File: src/design/imra_pkg.sv
// Shared types and constants for the I2C master register access block.
`timescale 1ns / 1ps

package imra_pkg;

   localparam int unsigned BITS_PER_BYTE = 8;
   localparam int unsigned NUM_PHASES    = 13;

   localparam logic [1:0] CMD_NONE  = 2'd0;
   localparam logic [1:0] CMD_WRITE = 2'd1;
   localparam logic [1:0] CMD_READ  = 2'd2;

   localparam logic [1:0] CSR_DEV_ADDR  = 2'd0;
   localparam logic [1:0] CSR_FIRST_REG = 2'd1;
   localparam logic [1:0] CSR_BURST_LEN = 2'd2;
   localparam logic [1:0] CSR_HALF_PER  = 2'd3;

   localparam logic [1:0] TX_DEV_ADDR = 2'd0;
   localparam logic [1:0] TX_REG_ADDR = 2'd1;
   localparam logic [1:0] TX_PAYLOAD  = 2'd2;

   typedef enum logic [NUM_PHASES-1:0] {
      PH_IDLE    = 13'b0000000000001,
      PH_START_A = 13'b0000000000010,
      PH_START_B = 13'b0000000000100,
      PH_TX_LO   = 13'b0000000001000,
      PH_TX_HI   = 13'b0000000010000,
      PH_RS_A    = 13'b0000000100000,
      PH_RS_B    = 13'b0000001000000,
      PH_RS_C    = 13'b0000010000000,
      PH_RX_LO   = 13'b0000100000000,
      PH_RX_HI   = 13'b0001000000000,
      PH_STOP_A  = 13'b0010000000000,
      PH_STOP_B  = 13'b0100000000000,
      PH_STOP_C  = 13'b1000000000000
   } phase_type;

   typedef struct packed {
      logic [7:0] device_write_address;
      logic [7:0] burst_first_register;
      logic [5:0] burst_length;
      logic [9:0] half_period_ticks;
   } cfg_type;

   typedef struct packed {
      logic [1:0] cmd;
      logic [7:0] register_address;
      logic [7:0] write_data;
      logic       sda_in;
   } req_type;

   typedef struct packed {
      logic       scl;
      logic       sda_out;
      logic       busy_res;
      logic       read_valid;
      logic [7:0] read_byte;
      logic       read_last;
   } rsp_type;

endpackage

File: src/design/i2c_master_register_access.sv
// Top level of the I2C master register access block.
// The result word for a request is loaded into the output register on accept.
// One request word per cycle when not stalled; the sequencer advances once per accepted word.
// Output register is a single stage; a request is taken whenever it is empty or being drained.
// Reset (synchronous, active high) returns the sequencer to idle with both lines released
// and loads the configuration registers with their default values.
`timescale 1ns / 1ps

module i2c_master_register_access (
   input  logic                 clock,
   input  logic                 reset,
   input  logic                 req_valid,
   output logic                 req_stall,
   input  imra_pkg::req_type    req_data,
   output logic                 rsp_valid,
   input  logic                 rsp_stall,
   output imra_pkg::rsp_type    rsp_data,
   input  logic                 csr_write_enable,
   input  logic [1:0]           csr_index,
   input  logic [9:0]           csr_write_data
);

   imra_pkg::cfg_type cfg;
   imra_pkg::rsp_type rsp_comb;
   imra_pkg::rsp_type rsp_data_ff;
   logic              rsp_valid_ff;
   logic              accept;

   assign req_stall = rsp_valid_ff & rsp_stall;
   assign accept    = req_valid & ~req_stall;

   imra_csr u_csr (
      .clock            (clock),
      .reset            (reset),
      .csr_write_enable (csr_write_enable),
      .csr_index        (csr_index),
      .csr_write_data   (csr_write_data),
      .cfg              (cfg)
   );

   imra_engine u_engine (
      .clock  (clock),
      .reset  (reset),
      .accept (accept),
      .cfg    (cfg),
      .req    (req_data),
      .rsp    (rsp_comb)
   );

   always_ff @(posedge clock) begin
      if (reset) begin
         rsp_valid_ff <= 1'b0;
      end else if (accept) begin
         rsp_valid_ff <= 1'b1;
      end else if (!rsp_stall) begin
         rsp_valid_ff <= 1'b0;
      end
   end

   always_ff @(posedge clock) begin
      if (accept) begin
         rsp_data_ff <= rsp_comb;
      end
   end

   assign rsp_valid = rsp_valid_ff;
   assign rsp_data  = rsp_data_ff;

endmodule

File: src/design/imra_csr.sv
// Configuration register file for the I2C master register access block.
`timescale 1ns / 1ps

module imra_csr (
   input  logic                 clock,
   input  logic                 reset,
   input  logic                 csr_write_enable,
   input  logic [1:0]           csr_index,
   input  logic [9:0]           csr_write_data,
   output imra_pkg::cfg_type    cfg
);

   imra_pkg::cfg_type cfg_ff;

   always_ff @(posedge clock) begin
      if (reset) begin
         cfg_ff.device_write_address <= 8'd208;
         cfg_ff.burst_first_register <= 8'd59;
         cfg_ff.burst_length         <= 6'd14;
         cfg_ff.half_period_ticks    <= 10'd100;
      end else if (csr_write_enable) begin
         unique case (csr_index)
            imra_pkg::CSR_DEV_ADDR:  cfg_ff.device_write_address <= csr_write_data[7:0];
            imra_pkg::CSR_FIRST_REG: cfg_ff.burst_first_register <= csr_write_data[7:0];
            imra_pkg::CSR_BURST_LEN: cfg_ff.burst_length         <= csr_write_data[5:0];
            imra_pkg::CSR_HALF_PER:  cfg_ff.half_period_ticks    <= csr_write_data;
            default: ;
         endcase
      end
   end

   assign cfg = cfg_ff;

endmodule

File: src/design/imra_engine.sv
// Bus sequencer: per-tick SCL/SDA generation, byte shifting and read capture.
`timescale 1ns / 1ps

module imra_engine (
   input  logic                 clock,
   input  logic                 reset,
   input  logic                 accept,
   input  imra_pkg::cfg_type    cfg,
   input  imra_pkg::req_type    req,
   output imra_pkg::rsp_type    rsp
);

   imra_pkg::phase_type phase_ff, phase_in;
   logic [9:0] tick_ff, tick_in;
   logic [3:0] bit_ff, bit_in;
   logic [5:0] byte_ff, byte_in;
   logic [7:0] shift_ff, shift_in;
   logic       rd_ff, rd_in;
   logic [7:0] hreg_ff, hreg_in;
   logic [7:0] hdata_ff, hdata_in;

   function automatic logic [7:0] tx_byte(input logic [1:0] idx, input logic rd,
                                          input imra_pkg::cfg_type c,
                                          input logic [7:0] hreg,
                                          input logic [7:0] hdata);
      logic [7:0] b;
      if (idx == imra_pkg::TX_DEV_ADDR) b = c.device_write_address;
      else if (idx == imra_pkg::TX_REG_ADDR) b = rd ? c.burst_first_register : hreg;
      else b = rd ? (c.device_write_address + 8'd1) : hdata;
      return b;
   endfunction

   always_comb begin
      logic [9:0]  eff_half;
      logic [5:0]  eff_len;
      logic        last_rx;
      logic        seg_end;
      logic        busy;
      logic        scl;
      logic        sda;
      logic        rvalid;
      logic [7:0]  rbyte;
      logic        rlast;
      logic [5:0]  byte_nx;

      phase_in = phase_ff;
      tick_in  = tick_ff;
      bit_in   = bit_ff;
      byte_in  = byte_ff;
      shift_in = shift_ff;
      rd_in    = rd_ff;
      hreg_in  = hreg_ff;
      hdata_in = hdata_ff;
      rvalid   = 1'b0;
      rbyte    = 8'd0;
      rlast    = 1'b0;
      byte_nx  = 6'd0;

      if (phase_ff == imra_pkg::PH_IDLE &&
          (req.cmd == imra_pkg::CMD_WRITE || req.cmd == imra_pkg::CMD_READ)) begin
         rd_in    = (req.cmd == imra_pkg::CMD_READ);
         hreg_in  = req.register_address;
         hdata_in = req.write_data;
         tick_in  = 10'd0;
         bit_in   = 4'd0;
         byte_in  = 6'd0;
         shift_in = 8'd0;
         phase_in = imra_pkg::PH_START_A;
      end

      eff_half = (cfg.half_period_ticks == 10'd0) ? 10'd1 : cfg.half_period_ticks;
      eff_len  = (cfg.burst_length == 6'd0) ? 6'd1 : cfg.burst_length;
      last_rx  = ({1'b0, byte_in} + 7'd1) >= {1'b0, eff_len};

      unique case (phase_in)
         imra_pkg::PH_START_A: begin scl = 1'b1; sda = 1'b1; end
         imra_pkg::PH_START_B: begin scl = 1'b1; sda = 1'b0; end
         imra_pkg::PH_TX_LO: begin
            scl = 1'b0;
            sda = (bit_in < 4'(imra_pkg::BITS_PER_BYTE)) ? shift_in[7] : 1'b1;
         end
         imra_pkg::PH_TX_HI: begin
            scl = 1'b1;
            sda = (bit_in < 4'(imra_pkg::BITS_PER_BYTE)) ? shift_in[7] : 1'b1;
         end
         imra_pkg::PH_RS_A: begin scl = 1'b0; sda = 1'b1; end
         imra_pkg::PH_RS_B: begin scl = 1'b1; sda = 1'b1; end
         imra_pkg::PH_RS_C: begin scl = 1'b1; sda = 1'b0; end
         imra_pkg::PH_RX_LO: begin
            scl = 1'b0;
            sda = (bit_in < 4'(imra_pkg::BITS_PER_BYTE)) ? 1'b1 : last_rx;
         end
         imra_pkg::PH_RX_HI: begin
            scl = 1'b1;
            sda = (bit_in < 4'(imra_pkg::BITS_PER_BYTE)) ? 1'b1 : last_rx;
         end
         imra_pkg::PH_STOP_A: begin scl = 1'b0; sda = 1'b0; end
         imra_pkg::PH_STOP_B: begin scl = 1'b1; sda = 1'b0; end
         imra_pkg::PH_STOP_C: begin scl = 1'b1; sda = 1'b1; end
         default:             begin scl = 1'b1; sda = 1'b1; end
      endcase

      busy    = (phase_in != imra_pkg::PH_IDLE);
      seg_end = ({1'b0, tick_in} + 11'd1) >= {1'b0, eff_half};

      if (busy) begin
         if (phase_in == imra_pkg::PH_RX_HI && bit_in < 4'(imra_pkg::BITS_PER_BYTE) &&
             seg_end) begin
            shift_in = {shift_in[6:0], req.sda_in};
            if (bit_in == 4'(imra_pkg::BITS_PER_BYTE - 1)) begin
               rvalid = 1'b1;
               rbyte  = shift_in;
               rlast  = last_rx;
            end
         end
         if (seg_end) begin
            tick_in = 10'd0;
            unique case (phase_in)
               imra_pkg::PH_START_A: phase_in = imra_pkg::PH_START_B;
               imra_pkg::PH_START_B: begin
                  byte_in  = 6'd0;
                  bit_in   = 4'd0;
                  shift_in = tx_byte(imra_pkg::TX_DEV_ADDR, rd_in, cfg, hreg_in, hdata_in);
                  phase_in = imra_pkg::PH_TX_LO;
               end
               imra_pkg::PH_TX_LO: phase_in = imra_pkg::PH_TX_HI;
               imra_pkg::PH_TX_HI: begin
                  if (bit_in < 4'(imra_pkg::BITS_PER_BYTE)) begin
                     bit_in   = bit_in + 4'd1;
                     shift_in = {shift_in[6:0], 1'b0};
                     phase_in = imra_pkg::PH_TX_LO;
                  end else if (!rd_in) begin
                     if (byte_in < 6'd2) begin
                        byte_in  = byte_in + 6'd1;
                        bit_in   = 4'd0;
                        shift_in = tx_byte(byte_in[1:0], rd_in, cfg, hreg_in, hdata_in);
                        phase_in = imra_pkg::PH_TX_LO;
                     end else begin
                        phase_in = imra_pkg::PH_STOP_A;
                     end
                  end else if (byte_in == 6'd0) begin
                     byte_in  = 6'd1;
                     bit_in   = 4'd0;
                     shift_in = tx_byte(imra_pkg::TX_REG_ADDR, rd_in, cfg, hreg_in, hdata_in);
                     phase_in = imra_pkg::PH_TX_LO;
                  end else if (byte_in == 6'd1) begin
                     phase_in = imra_pkg::PH_RS_A;
                  end else begin
                     byte_in  = 6'd0;
                     bit_in   = 4'd0;
                     shift_in = 8'd0;
                     phase_in = imra_pkg::PH_RX_LO;
                  end
               end
               imra_pkg::PH_RS_A: phase_in = imra_pkg::PH_RS_B;
               imra_pkg::PH_RS_B: phase_in = imra_pkg::PH_RS_C;
               imra_pkg::PH_RS_C: begin
                  byte_in  = 6'd2;
                  bit_in   = 4'd0;
                  shift_in = tx_byte(imra_pkg::TX_PAYLOAD, rd_in, cfg, hreg_in, hdata_in);
                  phase_in = imra_pkg::PH_TX_LO;
               end
               imra_pkg::PH_RX_LO: phase_in = imra_pkg::PH_RX_HI;
               imra_pkg::PH_RX_HI: begin
                  if (bit_in < 4'(imra_pkg::BITS_PER_BYTE)) begin
                     bit_in   = bit_in + 4'd1;
                     phase_in = imra_pkg::PH_RX_LO;
                  end else begin
                     byte_nx = byte_in + 6'd1;
                     byte_in = byte_nx;
                     if (byte_nx >= eff_len || byte_nx == 6'd0) begin
                        phase_in = imra_pkg::PH_STOP_A;
                     end else begin
                        bit_in   = 4'd0;
                        shift_in = 8'd0;
                        phase_in = imra_pkg::PH_RX_LO;
                     end
                  end
               end
               imra_pkg::PH_STOP_A: phase_in = imra_pkg::PH_STOP_B;
               imra_pkg::PH_STOP_B: phase_in = imra_pkg::PH_STOP_C;
               default:             phase_in = imra_pkg::PH_IDLE;
            endcase
         end else begin
            tick_in = tick_in + 10'd1;
         end
      end

      rsp.scl        = scl;
      rsp.sda_out    = sda;
      rsp.busy_res   = busy;
      rsp.read_valid = rvalid;
      rsp.read_byte  = rbyte;
      rsp.read_last  = rlast;
   end

   always_ff @(posedge clock) begin
      if (reset) begin
         phase_ff <= imra_pkg::PH_IDLE;
         tick_ff  <= 10'd0;
         bit_ff   <= 4'd0;
         byte_ff  <= 6'd0;
         shift_ff <= 8'd0;
         rd_ff    <= 1'b0;
         hreg_ff  <= 8'd0;
         hdata_ff <= 8'd0;
      end else if (accept) begin
         phase_ff <= phase_in;
         tick_ff  <= tick_in;
         bit_ff   <= bit_in;
         byte_ff  <= byte_in;
         shift_ff <= shift_in;
         rd_ff    <= rd_in;
         hreg_ff  <= hreg_in;
         hdata_ff <= hdata_in;
      end
   end

endmodule

File: config.mk
export PLATFORM = sky130hd
export DESIGN_NAME = i2c_master_register_access
export DESIGN_NICKNAME = d
export VERILOG_FILES = /design/src/design/imra_pkg.sv /design/src/design/i2c_master_register_access.sv /design/src/design/imra_csr.sv /design/src/design/imra_engine.sv
export SDC_FILE = /design/constraint.sdc
export NUM_CORES = 1
export LEC_CHECK = 0
export BUFFER_PORTS_ARGS = -buffer_cell sky130_fd_sc_hd__buf_2
export CAP_MARGIN = 5
export CELL_PAD_IN_SITES_DETAIL_PLACEMENT = 0
export CELL_PAD_IN_SITES_GLOBAL_PLACEMENT = 2
export CORE_ASPECT_RATIO = 2
export CORE_MARGIN = 5
export CORE_UTILIZATION = 32
export CTS_BUF_LIST = sky130_fd_sc_hd__clkbuf_8 sky130_fd_sc_hd__clkbuf_16
export DETAILED_ROUTE_END_ITERATION = 10
export PLACE_DENSITY_LB_ADDON = 0.1
export SLEW_MARGIN = 10
export SYNTH_ARGS = -nofsm -noshare
export SYNTH_HDL_FRONTEND = slang
export SYNTH_SLANG_ARGS = --single-unit
export TNS_END_PERCENT = 1
File: constraint.sdc
create_clock -name clock -period 5 [get_ports clock]
set_input_delay 0 -clock clock [delete_from_list [all_inputs] [get_ports clock]]
set_output_delay 0 -clock clock [all_outputs]
set_load 0.01 [all_outputs]
# --- After elaboration in Yosys (flattened, before gate mapping) ---
# Index checks and enable logic that the tools add are counted.
totals:
  regBits: 104
classes:
  n_eq_ne: 22
  muxes: 62
  reduce_logical: 22
  addsub: 6
  order_cmp: 5
  bitwise: 3
ops:
  columns: ["op", "count"]
  rows:
  - ["$pmux W13 S10", 1]
  - ["$mux W8", 16]
  - ["$mux W13", 7]
  - ["$mux W6", 10]
  - ["$mux W10", 4]
  - ["$mux W4", 10]
  - ["$pmux W8 S4", 1]
  - ["$pmux W6 S4", 1]
  - ["$mux W11", 2]
  - ["$logic_not A6 Y1", 3]
  - ["$eq A13 B1 Y1 const B", 1]
  - ["$eq A13 B10 Y1 const B", 1]
  - ["$eq A13 B11 Y1 const B", 1]
  - ["$eq A13 B12 Y1 const B", 1]
  - ["$eq A13 B2 Y1 const B", 1]
  - ["$eq A13 B3 Y1 const B", 1]
  - ["$eq A13 B4 Y1 const B", 1]
  - ["$eq A13 B5 Y1 const B", 1]
  - ["$eq A13 B6 Y1 const B", 1]
  - ["$eq A13 B7 Y1 const B", 1]
  - ["$eq A13 B8 Y1 const B", 1]
  - ["$eq A13 B9 Y1 const B", 1]
  - ["$ne A13 B1 Y1 const B", 1]
  - ["$pmux W4 S3", 1]
  - ["29 further kinds", 51]

# --- Logic depth before layout (Yosys ltp) ---
# Gate-level depths: netlist of the first run.
depth:
  word_depth: 15
  depth_mapped: 23
  depth_no_buf: 18

# --- Modules after synthesis ---
# A second synthesis of the first run with hierarchy kept.
hier_totals:
  cells_unflattened: 878
  hier_area_um2: 7024.2
modules_own_cells:
  columns: ["module", "cells_per_inst", "n_inst", "area_per_inst_um2"]
  rows:
  - ["imra_engine", 731, 1, 5275.1]
  - ["imra_csr", 129, 1, 1312.5]
  - ["i2c_master_register_access", 18, 1, 436.7]

# --- Worst setup path before layout of the first run ---
# OpenSTA, ideal clock, no wires.
synth_timing:
  path_kind: "flip-flop to flip-flop"
  startpoint: "register u_engine.phase_ff[6]"
  endpoint: "register u_engine.shift_ff[5]"
  setup_ns: 0.139
  path_slack_ns: 0.011
  period_less_slack_ns: 4.989
  required_ns: 4.861
  stages_incl_launch_ff: 23
  arrival_time_ns: 4.850
  cell_sequence: "dfxtp_1 > clkbuf_1 > nor4_2 > nor4b_2 > nand2_1 > clkbuf_1 > clkbuf_1 > buf_1 > and2_1 > ha_1 > nand3_1 > xor2_1 > nor2_1 > ha_1 > a21o_1 > nand2_1 > nand2b_1 > or2_0 > buf_6 > o21ai_4 > mux2_2 > a222oi_1 > o221ai_1"
synth_between:
  elab_chain_cells: 14
synth_lines:
  columns: ["element", "line", "text"]
  rows:
  - ["start: declaration", "imra_engine.sv:13", "imra_pkg::phase_type phase_ff, phase_in;"]
  - ["start signal: assignment", "imra_engine.sv:199", "phase_ff <= imra_pkg::PH_IDLE;"]
  - ["start signal: assignment", "imra_engine.sv:208", "phase_ff <= phase_in;"]
  - ["$eq A13 B1 Y1", "imra_engine.sv:59", "if (phase_ff == imra_pkg::PH_IDLE &&"]
  - ["$logic_and A1 B1 Y1", "imra_engine.sv:59", null]
  - ["$mux W10, or another cell as far along", "imra_engine.sv:59", null]
  - ["$add A10 B1 Y11, or another cell as far along", "imra_engine.sv:104", "seg_end = ({1'b0, tick_in} + 11'd1) >= {1'b0, eff_half};"]
  - ["$ge A11 B10 Y1 or $logic_and A1 B1 Y1 (tied branches)", "imra_engine.sv:104, imra_engine.sv:107", null]
  - ["$logic_and A1 B1 Y1", "imra_engine.sv:107", "if (phase_in == imra_pkg::PH_RX_HI && bit_in < 4'(imra_pkg::BITS_PER_BYTE) &&"]
  - ["$mux W8", "imra_engine.sv:107", null]
  - ["$mux W8", "imra_engine.sv:146", "end else if (byte_in == 6'd1) begin"]
  - ["$mux W8", "imra_engine.sv:141", "end else if (byte_in == 6'd0) begin"]
  - ["$mux W8", "imra_engine.sv:132", "end else if (!rd_in) begin"]
  - ["$mux W8", "imra_engine.sv:128", "if (bit_in < 4'(imra_pkg::BITS_PER_BYTE)) begin"]
  - ["$pmux W8 S4", "imra_engine.sv:118", "unique case (phase_in)"]
  - ["$mux W8", "imra_engine.sv:116", "if (seg_end) begin"]
  - ["$mux W8 *", "imra_engine.sv:106", "if (busy) begin"]
  - ["end signal: assignment", "imra_engine.sv:212", "shift_ff <= shift_in;"]
  - ["end: declaration", "imra_engine.sv:17", "logic [7:0] shift_ff, shift_in;"]
# Mark *: on every way between the ends. The rest lies on a longest branch, timed or not.
# A chain may end at the register's enable or synchronous reset.

# --- Worst setup path in the final report of the first run ---
layout_timing:
  startpoint: "register u_engine.phase_ff[12]"
  endpoint: "register u_engine.shift_ff[4]"
# Same word-level chain as after synthesis.

==> results of run 1 <==
-- cells by family (layout without fill, tap and decap cells) --
family | count (synthesis) | count (layout) | share of synthesized area
and+or+nand+nor | 391 | 391 | 0.272
AOI/OAI and AO/OA | 246 | 246 | 0.234
DFF | 104 | 104 | 0.325
buffers and inverters | 84 | 167 | 0.0494
muxes | 28 | 28 | 0.0550
adders and majority gates | 23 | 23 | 0.0423
xor gates and xnor gates | 17 | 17 | 0.0219
-- what timing repair did --
action	4_1_cts	5_1_grt
setup buffers	0	2
hold buffers	30	0
setup endpoints to repair	0	25
hold endpoints to repair	53	0
resized for setup	0	6
-- sequential cells by signal, summed over array words and instances, names as in the netlist --
name	count
u_csr.cfg	32
rsp_data	13
u_engine.phase_ff	13
u_engine.tick_ff	10
u_engine.hdata_ff	8
u_engine.hreg_ff	8
u_engine.shift_ff	8
u_engine.byte_ff	6
u_engine.bit_ff	4
rsp_valid	1
u_engine.rd_ff	1
-- worst register-to-register path: stages (launching register included) --
cell and delay, ps:
dfxtp_1 370, or4_4 570, nor4b_2 310, nand2_2 150, buf_4 200, nand2_1 130, inv_1 100, ha_2 260
xnor2_1 200, ha_1 250, a2111oi_0 430, o31a_1 250, a21oi_1 200, a2111oi_2 350, buf_4 220, nor2_1 80
a221oi_1 300, o22ai_1 110
-- how the worst max path moves through the flow --
stage                                             end  slack (ps)  depth (start not counted)                                from
finish              u_engine.shift_ff[4]$_SDFFE_PP0P_         410                         17  u_engine.phase_ff[12]$_SDFFE_PP0P_
global route        u_engine.shift_ff[5]$_SDFFE_PP0P_         0.3                         17  u_engine.phase_ff[12]$_SDFFE_PP0P_
CTS                 u_engine.shift_ff[4]$_SDFFE_PP0P_         150                         17   u_engine.phase_ff[2]$_SDFFE_PP0P_
detailed placement  u_engine.shift_ff[4]$_SDFFE_PP0P_         160                         17   u_engine.phase_ff[2]$_SDFFE_PP0P_
global placement     u_engine.byte_ff[2]$_SDFFE_PP0P_         280                         17   u_engine.phase_ff[2]$_SDFFE_PP0P_
floorplan           u_engine.shift_ff[5]$_SDFFE_PP0P_          10                         22   u_engine.phase_ff[6]$_SDFFE_PP0P_
-- per-stage QoR --
stage / power [mW] / hold WS (ps) / cells / utilization / setup slack [ps]
after CTS: 2.04 / 67.5 / 1243 / 0.383 / 151
after global placement: 1.28 / 227 / 1197 / 0.355 / 276
final: 2.01 / 88.3 / 1245 / 0.385 / 414
after global routing: 2.10 / 112 / 1245 / 0.385 / 0.278
after floorplan: 1.12 / 121 / 893 / - / 10.9
after detailed placement: 1.28 / 238 / 1197 / 0.355 / 161
-- final cells by class --
type                    count  area (um^2)  area share
well taps                 269          337      0.0416
flip-flops and latches    104         2210       0.273
clock buffers              10          239      0.0295
repair buffers            118          836       0.103
clock inverters             6         52.6     0.00649
inverters                  33          124      0.0153
multi-input cells         705         4290       0.530
-- cells in the mapped netlist (6+ instances only) --
master,instances,share of area
a2111oi_0,6,0.0077
a211oi_1,11,0.012
a21oi_1,99,0.073
a31oi_1,6,0.0055
and2_1,15,0.014
and3_1,8,0.0074
clkbuf_1,39,0.022
dfxtp_1,91,0.27
edfxtp_1,13,0.057
ha_1,23,0.042
inv_1,32,0.018
mux2i_1,16,0.024
nand2_1,151,0.083
nand2b_1,9,0.0083
nand3_1,44,0.032
nand4_1,8,0.0074
nor2_1,77,0.042
nor3_1,26,0.019
nor4_1,11,0.010
o211ai_1,13,0.014
o21ai_0,34,0.025
o22ai_1,8,0.0074
or3_1,7,0.0064
xnor2_1,7,0.0090
xor2_1,10,0.013
-- power by group through the flow --
| stage | Sequential (mW) | Clock, mW | Combinational, mW |
|---|---|---|---|
| after global placement | 0.926 | 0 | 0.355 |
| after floorplan | 0.915 | 0 | 0.207 |
| after CTS | 0.908 | 0.751 | 0.376 |
| final | 0.908 | 0.722 | 0.375 |
| after global routing | 0.912 | 0.781 | 0.403 |
| after detailed placement | 0.928 | 0 | 0.357 |
-- cell usage in the layout, fill, tap and decap left out, types with 16 or more instances in the layout --
master         instances
nand2_1              150
a21oi_1               98
dfxtp_1               91
nor2_1                76
buf_2                 50
nand3_1               44
buf_4                 38
o21ai_0               33
inv_1                 32
dlygate4sd3_1         30
nor3_1                26
ha_1                  22
mux2i_1               16
-- routing by layer --
metal | wire, um | up-vias | part of all wire
li1 | - | 3411 | -
met1 | 10200 | 3533 | 0.35
met2 | 15500 | 247 | 0.53
met3 | 1050 | 101 | 0.036
met4 | 2420 | 0 | 0.083
met5 | 0 | - | 0
==> impl_metrics.toml, run 1 <==
[cts]
clk_latency_ps = 370
cts.sinks = 104
root_buffer = "clkbuf_16"
cts_tree = "yes"
cts.path.max_buffers = 2
numCtsBuffers = 9
htreeDepth = 3
clk_pin_slew_ps = 80

[drt]
detail-route-antenna-nets = 0
drtIter0Drc = 597
drt_first_pass_iters = 7
routed_wirelength_mm = 29.2
drc = 0
dr_total_vias = 7292
vias_per_cell = 5.86
wl_per_cell_um = 23.4

[timing]
tns_ps = 0
finalCritPeriodShare = 0.917
drv_slew = 0
hold_viol_final = 0
rsz0062_at_grt = "false"
fin_skew_ps = 14.7
max-slew-margin-rel = 0.404
setup-violations-final = 0
fmax_mhz = 218
post-route-min-period_ps = 4590
tightest_slew_ps = 892

[synth]
synth_warnings = 0
synth_ff_type = "dfxtp_1"
netlist-cell-type-count = 82
yosysSeqAreaShare = 0.325
ys_async_sr_fraction = 0
synth_nets = 952
synth-seq-cells = 104
mappedNetlistArea_um2 = 6810
synth_edf_count = 13
synth.avg_cell_area_um2 = 7.62
syn_inst = 893

[placement]
dp_hpwl_mm = 22.6
gp_congestion = 0.905
place_area_um2 = 7460
io_buffers = 50

[worst_setup_path]
ff2ff_path_depth = 17
cpMaxStageDelayCell = "or4_4"
cp-end-kind = "register"
critPathKind = "reg2reg"
cpMostUsedCell = "buf_4"
crit_buf_inv = 3
crit_path_cell_trace = "or4_4 > nor4b_2 > nand2_2 > buf_4 > nand2_1 > inv_1 > ha_2 > xnor2_1 > ha_1 > a2111oi_0 > o31a_1 > a21oi_1 > a2111oi_2 > buf_4 > nor2_1 > a221oi_1 > o22ai_1"
critPathLaunchType = "register"
worstPathRequired_ps = 5250
cpPeakStageDelay_ps = 570
worst-path-max-fanout = 10
crit_family = "compound AO/OA/AOI/OAI gates"
rr_startpoint = "u_engine.phase_ff[12]$_SDFFE_PP0P_"
rr_endpoint = "u_engine.shift_ff[4]$_SDFFE_PP0P_"
critPathArrivalTime_ps = 4840
reg2reg_slack_ps = 410

[hold_path]
hp-start = "csr_index[1]"
hold_end = "u_csr.cfg[22]$_SDFFE_PP0P_"
min_path_cells = 4
hold_class = "in2reg"

[global_routing]
grt_max_degree = 74
gr-max-usage-layer = "met2"
gr-usage-met2 = 0.436
grt_use_met3 = 0.0279
grt_pass1_vias = 7229
grt_overflow_total = 0
grtUsageMet1 = 0.234
grt_usage = 0.237
grt_first_pass_wirelength_mm = 43.6
antenna_found_initial = 0

[power]
comb_power_share = 0.187
switching_power_mw = 0.636
p_int_mw = 1.37
power_leakage_nw = 3.09
peakVddDrop_uv = 178
switching_share = 0.317
share_seq_of_total_power = 0.453
p_clk_frac = 0.360
power.density_nw_per_um2 = 248

[die]
die_h_um = 216
core_area_um2 = 21000
io_pins = 51
die_w_um = 113
die-area_um2 = 24500
row_count = 75
initial_core_util = 0.324

[status]
status = "finished clean"

[flow_run]
cap_violations = 0

[finish]
diodes = 0
n_fill_cell = 2257
fin_nets = 1030
drive_gt1_frac = 0.141
fin_area_um2 = 8090
synthToLayoutAreaGrowth_pct = 18.9
Power figures use the tool's default switching activity.
==> inputs of run 2 (changes only) <==
- BUFFER_PORTS_ARGS: -buffer_cell sky130_fd_sc_hd__buf_2 -> -buffer_cell sky130_fd_sc_hd__buf_4
==> impl_metrics.toml, run 2 (same netlist as run 1, synthesis figures left out) <==
[worst_setup_path]
critPathKind = "reg2reg"
crit_path_cell_trace = "or4_4 > nor4b_2 > nand2_1 > buf_4 > nand2_1 > inv_1 > ha_1 > xnor2_1 > ha_1 > a2111oi_0 > o31a_1 > a21oi_1 > a2111oi_2 > nor2_1 > a221oi_1 > o22ai_1"
cp-end-kind = "register"
cpMaxStageDelayCell = "a2111oi_2"
worstPathRequired_ps = 5270
critPathArrivalTime_ps = 4970
reg2reg_slack_ps = 300
crit_buf_inv = 2
cpPeakStageDelay_ps = 600
worst-path-max-fanout = 6
crit_family = "compound AO/OA/AOI/OAI gates"
critPathLaunchType = "register"

[placement]
dp_cells = 1195
dp_hpwl_mm = 22.2
place_area_um2 = 7570
io_buffers = 50
gp_congestion = 0.892

[finish]
n_fill_cell = 2263
drive_gt1_frac = 0.137
synthToLayoutAreaGrowth_pct = 20.9
layoutNonFillerInstCount = 1248
fin_area_um2 = 8230
fin_nets = 1033
largest_reg_flops = 32
layout_commonest_cell = "nand2_1"
most-common-layout-cells = "nand2_1 (151), a21oi_1 (99), dfxtp_1 (91)"
diodes = 0

[die]
initial_core_util = 0.324
core_area_um2 = 21000
io_pins = 51
die-area_um2 = 24500
die_w_um = 113
row_count = 75
die_h_um = 216

[global_routing]
grt_pass1_vias = 7192
antenna_found_initial = 0
grt_first_pass_wirelength_mm = 43.2
grt_overflow_total = 0
grt_usage = 0.235
grt_max_degree = 63

[hold_path]
hold_class = "in2reg"

[drt]
drc = 0
drt_first_pass_iters = 5
wl_per_cell_um = 23.1
dr_total_vias = 7230
detail-route-antenna-nets = 0
routed_wirelength_mm = 28.9
drtIter0Drc = 568
vias_per_cell = 5.79

[cts]
cts.sinks = 104
root_buffer = "clkbuf_16"
cts_tree = "yes"
numCtsBuffers = 9
cts.path.max_buffers = 2
clk_pin_slew_ps = 90
clk_latency_ps = 390
htreeDepth = 3

[flow_run]
cap_violations = 0

[timing]
tightest_slew_ps = 1010
hold_viol_final = 0
drv_slew = 0
setup-violations-final = 0
max-slew-margin-rel = 0.326
holdWs_ps = 31.6
finalCritPeriodShare = 0.940
rsz0062_at_grt = "false"
fmax_mhz = 213
tns_ps = 0
post-route-min-period_ps = 4700
fin_skew_ps = 14.1

[power]
power.density_nw_per_um2 = 247
power_leakage_nw = 3.16
peakVddDrop_uv = 201

[status]
status = "finished clean"
==> run 2: cell count changes in the layout (fill, tap and decap cells not counted), sizes merged <==
cell | before | now
buf | 88 | 89
inv | 34 | 37
clkbuf | 10 | 9
clkinvlp | 2 | 0
dlygate4sd3 | 30 | 32
==> run 2: worst reg2reg max path, cell delays in order, from the launching register on <==
cell and delay [ps]:
dfxtp_1 370, or4_4 570, nor4b_2 290, nand2_1 180, buf_4 210, nand2_1 130
inv_1 90, ha_1 230, xnor2_1 200, ha_1 240, a2111oi_0 430, o31a_1 250
a21oi_1 210, a2111oi_2 600, nor2_1 160, a221oi_1 310, o22ai_1 120
==> run 2: routing by layer <==
| layer | track usage | share of wire |
|---|---|---|
| met1 | 0.242 | 0.37 |
| met2 | 0.440 | 0.54 |
| met3 | 0.0265 | 0.031 |
| met4 | 0.148 | 0.062 |
| met5 | 0 | 0 |
==> run 2: area by class of cell <==
cell class / count / area, um^2 / share of cell area
Multi-Input combinational cell: 705 / 4270 / 0.519
Timing Repair Buffer: 121 / 988 / 0.120
Clock buffer: 9 / 225 / 0.0274
Clock inverter: 7 / 71.3 / 0.00866
Sequential cell: 104 / 2210 / 0.269
Tap cell: 269 / 337 / 0.0409
Inverter: 33 / 124 / 0.0150
==> run 2: final timing paths <==
path,startpoint,end,depth (start not counted)
max,u_engine.phase_ff[12]$_SDFFE_PP0P_,u_engine.shift_ff[4]$_SDFFE_PP0P_,16
min,csr_index[1],u_csr.cfg[23]$_SDFFE_PP0P_,4
max reg2reg,u_engine.phase_ff[12]$_SDFFE_PP0P_,u_engine.shift_ff[4]$_SDFFE_PP0P_,16
min reg2reg,u_engine.hreg_ff[4]$_SDFFE_PP0P_,u_engine.hreg_ff[4]$_SDFFE_PP0P_,2
==> run 2: report_power, final <==
group	total (mW)	internal, mW	leakage (nW)	switching, mW
registers	0.909	0.876	0.863	0.0331
clock network	0.745	0.354	0.146	0.391
logic	0.381	0.144	2.15	0.237
total	2.03	1.37	3.16	0.661
==> run 2: timing repair <==
action	in CTS	in global routing
resized for setup	0	1
hold endpoints to repair	60	0
buffers inserted	0	5
hold buffers	32	0
endpoints found under the setup margin	0	19
==> run 2: through the flow <==
stage	total power [mW]	util	setup WS, ps
after detailed placement	1.29	0.360	158
after floorplan	1.12	-	10.9
after global routing	2.12	0.392	35.8
final	2.03	0.392	301
after CTS	2.06	0.389	116
after global placement	1.29	0.360	256
